### config.mk
export PLATFORM = sky130hd
export DESIGN_NAME = rcca_cell
export DESIGN_NICKNAME = d
export VERILOG_FILES = /design/src/sv/rcca_pkg.sv /design/src/sv/rcca_cell.sv
export SDC_FILE = /design/constraint.sdc
export NUM_CORES = 1
export LEC_CHECK = 0
export BUFFER_PORTS_ARGS = -buffer_cell sky130_fd_sc_hd__buf_2
export CORE_MARGIN = 2
export CORE_UTILIZATION = 25
export DETAILED_ROUTE_END_ITERATION = 8
export GPL_ROUTABILITY_DRIVEN = 0
export MAX_ROUTING_LAYER = met4
export PLACE_DENSITY_LB_ADDON = 0.12
export SLEW_MARGIN = 20
export SYNTH_ARGS = -nofsm -noshare
export SYNTH_HDL_FRONTEND = slang
export SYNTH_SLANG_ARGS = --single-unit
### constraint.sdc
create_clock -name clock -period 3.55 [get_ports clock]
set_input_delay 0.355 -clock clock [delete_from_list [all_inputs] [get_ports clock]]
set_output_delay 0.355 -clock clock [all_outputs]
set_load 0.01 [all_outputs]
### src/sv/rcca_pkg.sv
package rcca_pkg;

   localparam logic [1:0] ACT_INSERT   = 2'd0;
   localparam logic [1:0] ACT_RETRIEVE = 2'd1;
   localparam logic [1:0] ACT_ADD      = 2'd2;
   localparam logic [1:0] ACT_DROP     = 2'd3;

   localparam logic [1:0] ST_OK      = 2'd0;
   localparam logic [1:0] ST_UNKNOWN = 2'd1;
   localparam logic [1:0] ST_NOROOM  = 2'd2;
   localparam logic [1:0] ST_FULL    = 2'd3;

   localparam logic KIND_MOVE   = 1'b0;
   localparam logic KIND_ANSWER = 1'b1;

   // one table entry as held by a cell
   typedef struct packed {
      logic        valid;
      logic [15:0] handle;
      logic [15:0] base;
      logic [15:0] length;
      logic [15:0] refs;
   } entry_type;

   // command broadcast from the controller to every cell
   typedef struct packed {
      logic        lookup;   // register the handle match of each cell
      logic        bump;     // add a reference at the matched cell
      logic        drop;     // drop a reference at the matched cell
      logic        append;   // write the new entry into the first free cell
      logic        rotate;   // compaction step: cells shift down, cell 0 wraps to the top
      logic [15:0] handle;
      logic [15:0] base;
      logic [15:0] length;
   } cell_cmd_type;

endpackage

### src/sv/rcca_cell.sv
module rcca_cell (
   input  logic                    clock,
   input  logic                    reset,
   input  rcca_pkg::cell_cmd_type  cmd,
   input  rcca_pkg::entry_type     upper,       // neighbour above
   input  logic                    lower_valid, // neighbour below is occupied
   input  logic                    rot_in_valid,
   input  rcca_pkg::entry_type     rot_in,      // wrap value for the rotation
   input  logic                    hit_upper,   // an entry below is being removed
   output rcca_pkg::entry_type     entry,
   output logic                    hit
);

   rcca_pkg::entry_type entry_ff, entry_in;
   logic                hit_ff, hit_in;
   logic                match;

   assign match = entry_ff.valid && (entry_ff.handle == cmd.handle);

   always_comb begin
      entry_in = entry_ff;
      hit_in   = hit_ff;
      if (cmd.lookup) begin
         hit_in = match;
      end
      if (cmd.bump && hit_ff) begin
         if (entry_ff.refs != 16'hFFFF) begin
            entry_in.refs = entry_ff.refs + 16'd1;
         end
      end
      if (cmd.drop) begin
         // a cell at or above a removed entry shifts down by one
         if (hit_ff && entry_ff.refs != 16'd1) begin
            entry_in.refs = entry_ff.refs - 16'd1;
         end else if (hit_ff || hit_upper) begin
            entry_in = upper;
         end
      end
      if (cmd.append && !entry_ff.valid && lower_valid) begin
         entry_in.valid  = 1'b1;
         entry_in.handle = cmd.handle;
         entry_in.base   = cmd.base;
         entry_in.length = cmd.length;
         entry_in.refs   = 16'd1;
      end
      if (cmd.rotate) begin
         entry_in = rot_in_valid ? rot_in : upper;
      end
   end

   always_ff @(posedge clock) begin
      if (reset) begin
         entry_ff.valid <= 1'b0;
         hit_ff         <= 1'b0;
      end else begin
         entry_ff.valid <= entry_in.valid;
         hit_ff         <= hit_in;
      end
      entry_ff.handle <= entry_in.handle;
      entry_ff.base   <= entry_in.base;
      entry_ff.length <= entry_in.length;
      entry_ff.refs   <= entry_in.refs;
   end

   assign entry = entry_ff;
   assign hit   = hit_ff;

endmodule

==> metrics <==
Clock Path Buffers=2; number of global-route vias before repair=4816; Layout area overhead=36.6%; status=completed; CP max FO=48; # setup viols final=0; FF-to-FF End=entry[30]$_DFFE_PP_; crit path launch type=flop; Place WS=0.950 ns; Comb power frac=25.1%; Post-Route WL=18200 um; post-CTS resize count=0; switching power=0.803 mW; DRT iter0 DRCs=285; most common cell after layout, fill and taps aside=buf_2; Final Skew=0.00923 ns; Worst-path clk slew=0.06 ns; sequential power share=39.3%; distinct cell type count after synthesis=65; Die Area=20500 um^2; Worst slew margin=27.0%; CTS tree=done; Final Hold Violating Endpoints=0; commonest cells after routing, fill and taps aside=251 x buf_2, 51 x a21oi_1, 49 x mux2i_1, 48 x a221oi_1, 48 x edfxtp_1; gr usage total=17.3%; DR vias=5069; DIE WIDTH=143 um; Starting Density=25.7%; Max Slew Vio Count=0; Worst Setup EP=entry[30]$_DFFE_PP_; Peak VDD IR=0.000236 V; initial antenna violation count=0; Post-CTS Hold Buffers=0; final worst path period share=72.8%; Worst EP arrival=2.55 ns; total CTS buffers=9; sequential share of the synthesized area=37.1%; global route overflow=0; final-stage net count=914; post-route setup slack=0.966 ns; CP Class=reg -> reg; Post-route DRC=0; R2R cell count=7; RSZ-0062 raised after global routing=false; r2r setup slk=0.97 ns; synthesis-stage register bit count=66; Post-Syn Area=4850 um^2; Int Power=1.78 mW; # IOs=254; worst reg2reg path startpoint=entry[1]$_DFF_P_; largest net degree at the start of global routing=68; Final Power=2.58 mW; Syn. warnings=0; CP cell instances=inv_1, ha_1, nor4b_1, a41oi_1, nand2b_1, nand2_2, buf_4; Hold Path Class=in -> reg; Max Cap Violations=0; Worst path max stage delay=0.52 ns; P_leak=2.78 nW; Cells after Synth=499; Sink Count=66; CTS root buf=clkbuf_16; Crit. End Element=flop; critical path's slowest cell=buf_4; WP data required=3.52 ns; routed len/inst=18.4 um; post-synth net total=690; TritonRoute pass-1 iters=5; Die H=143 um; WHS=0.210 ns; Post-CTS Setup Bufs=0; pwr dens=389 nW/um^2; Syn Area/Cell=9.73 um^2; port bufs=253; CP startpoint=entry[1]$_DFF_P_; ys flop type=edfxtp_1; sw frac=31.1%; top cells by area, synth=edfxtp_1 30%, mux2i_1 10%, a221oi_1 8.7%; Final Util=35.1%; layout cells sized above 1=42.9%; Final Critical Period=2.58 ns; Post-DP HPWL=13500 um; Final ANT Viol Nets=0; Clock Power Share=35.5%; Placeable Area=18900 um^2; Synth top area share=29.7%; Worst Tran Pin Value=1.10 ns; H-tree depth=3; setup TNS=0 ns; Post-synth EDFFs=48; worst skew pair latency=0.34 ns; Site Rows=50; post-synth top area cell=edfxtp_1; FMAX=387 MHz; Via density=5.13; first-pass GRT wire length=26500 um; asr flop ratio synth=0%
==> worst min path at each step <==
stage,startpoint,to,slack (ns),cells past startpoint
floorplan,reset,hit$_SDFFE_PP0P_,0.42,1
global placement,reset,hit$_SDFFE_PP0P_,0.57,2
detailed placement,reset,hit$_SDFFE_PP0P_,0.57,2
CTS,reset,entry[64]$_SDFFE_PP0P_,0.20,2
global route,reset,entry[64]$_SDFFE_PP0P_,0.20,2
finish,reset,entry[64]$_SDFFE_PP0P_,0.21,2
==> state kept, by name (all words and copies together) (netlist names) <==
name / flops
entry: 65
hit: 1
==> cells by family after synthesis <==
logic type / share of synthesized area, %
AO/OA/AOI/OAI: 23.8
AND/OR/NAND/NOR: 13.8
multiplexers: 14.0
flip-flops: 37.1
buffers and inverters: 5.28
XOR/XNOR: 5.23
adder cells (fa/ha/maj): 0.773
==> through the flow <==
stage / cells / area (um^2)
after global routing: 988 / 6630
after floorplan: 499 / 4850
final: 989 / 6630
after global placement: 972 / 6330
after CTS: 988 / 6630
after detailed placement: 972 / 6330
==> cells in the mapped netlist (3+ instances only) <==
| master | instances |
|---|---|
| a21oi_1 | 51 |
| a221oi_1 | 48 |
| a22o_1 | 4 |
| a31oi_1 | 4 |
| and2_1 | 3 |
| buf_1 | 7 |
| buf_2 | 10 |
| clkbuf_1 | 32 |
| dfxtp_1 | 18 |
| edfxtp_1 | 48 |
| ha_1 | 3 |
| inv_1 | 8 |
| mux2_2 | 17 |
| mux2i_1 | 49 |
| nand2_1 | 24 |
| nand3_1 | 12 |
| nand4_1 | 12 |
| nor2_1 | 12 |
| nor3_1 | 15 |
| nor4_1 | 6 |
| o21a_1 | 3 |
| o21ai_0 | 15 |
| o221ai_1 | 3 |
| o22ai_1 | 3 |
| o31ai_1 | 7 |
| or3_1 | 4 |
| or4_1 | 3 |
| xnor2_1 | 28 |
==> per-layer routing <==
layer  wire length, um  vias up  track usage, %
met4               280        0            4.85
met1              7690     2398            21.0
met2              8820      204            28.2
met3              1430       21            4.93
li1                  -     2446               -
met5                 0        -               -
==> power groups by stage <==
| stage | Combinational [mW] | Sequential, mW | Clock (mW) |
|---|---|---|---|
| 6_report | 0.648 | 1.02 | 0.917 |
| 4_1_cts | 0.656 | 1.01 | 0.949 |
| 2_1_floorplan | 0.343 | 1.04 | 0 |
| 3_5_place_dp | 0.653 | 1.03 | 0 |
| 5_1_grt | 0.711 | 1.03 | 0.980 |
| 3_3_place_gp | 0.653 | 1.03 | 0 |
==> layout make-up <==
type                    count  area, um^2
diodes                      1        2.50
clock buffers               9         225
clock inverters             7        77.6
fillers                  1970       12300
inverters                   8        30.0
multi-input cells         373        2810
flip-flops and latches     66        1800
well taps                 260         325
repair buffers            265        1360
==> worst max-delay path: cells and delay by family (launching register included) <==
kind / cells / cell delay [ns]
buf+inv: 2 / 0.65
fa+ha+maj: 1 / 0.15
simple gates: 3 / 0.80
flops: 1 / 0.39
compound gates: 1 / 0.18
Power figures use the tool's default switching activity.
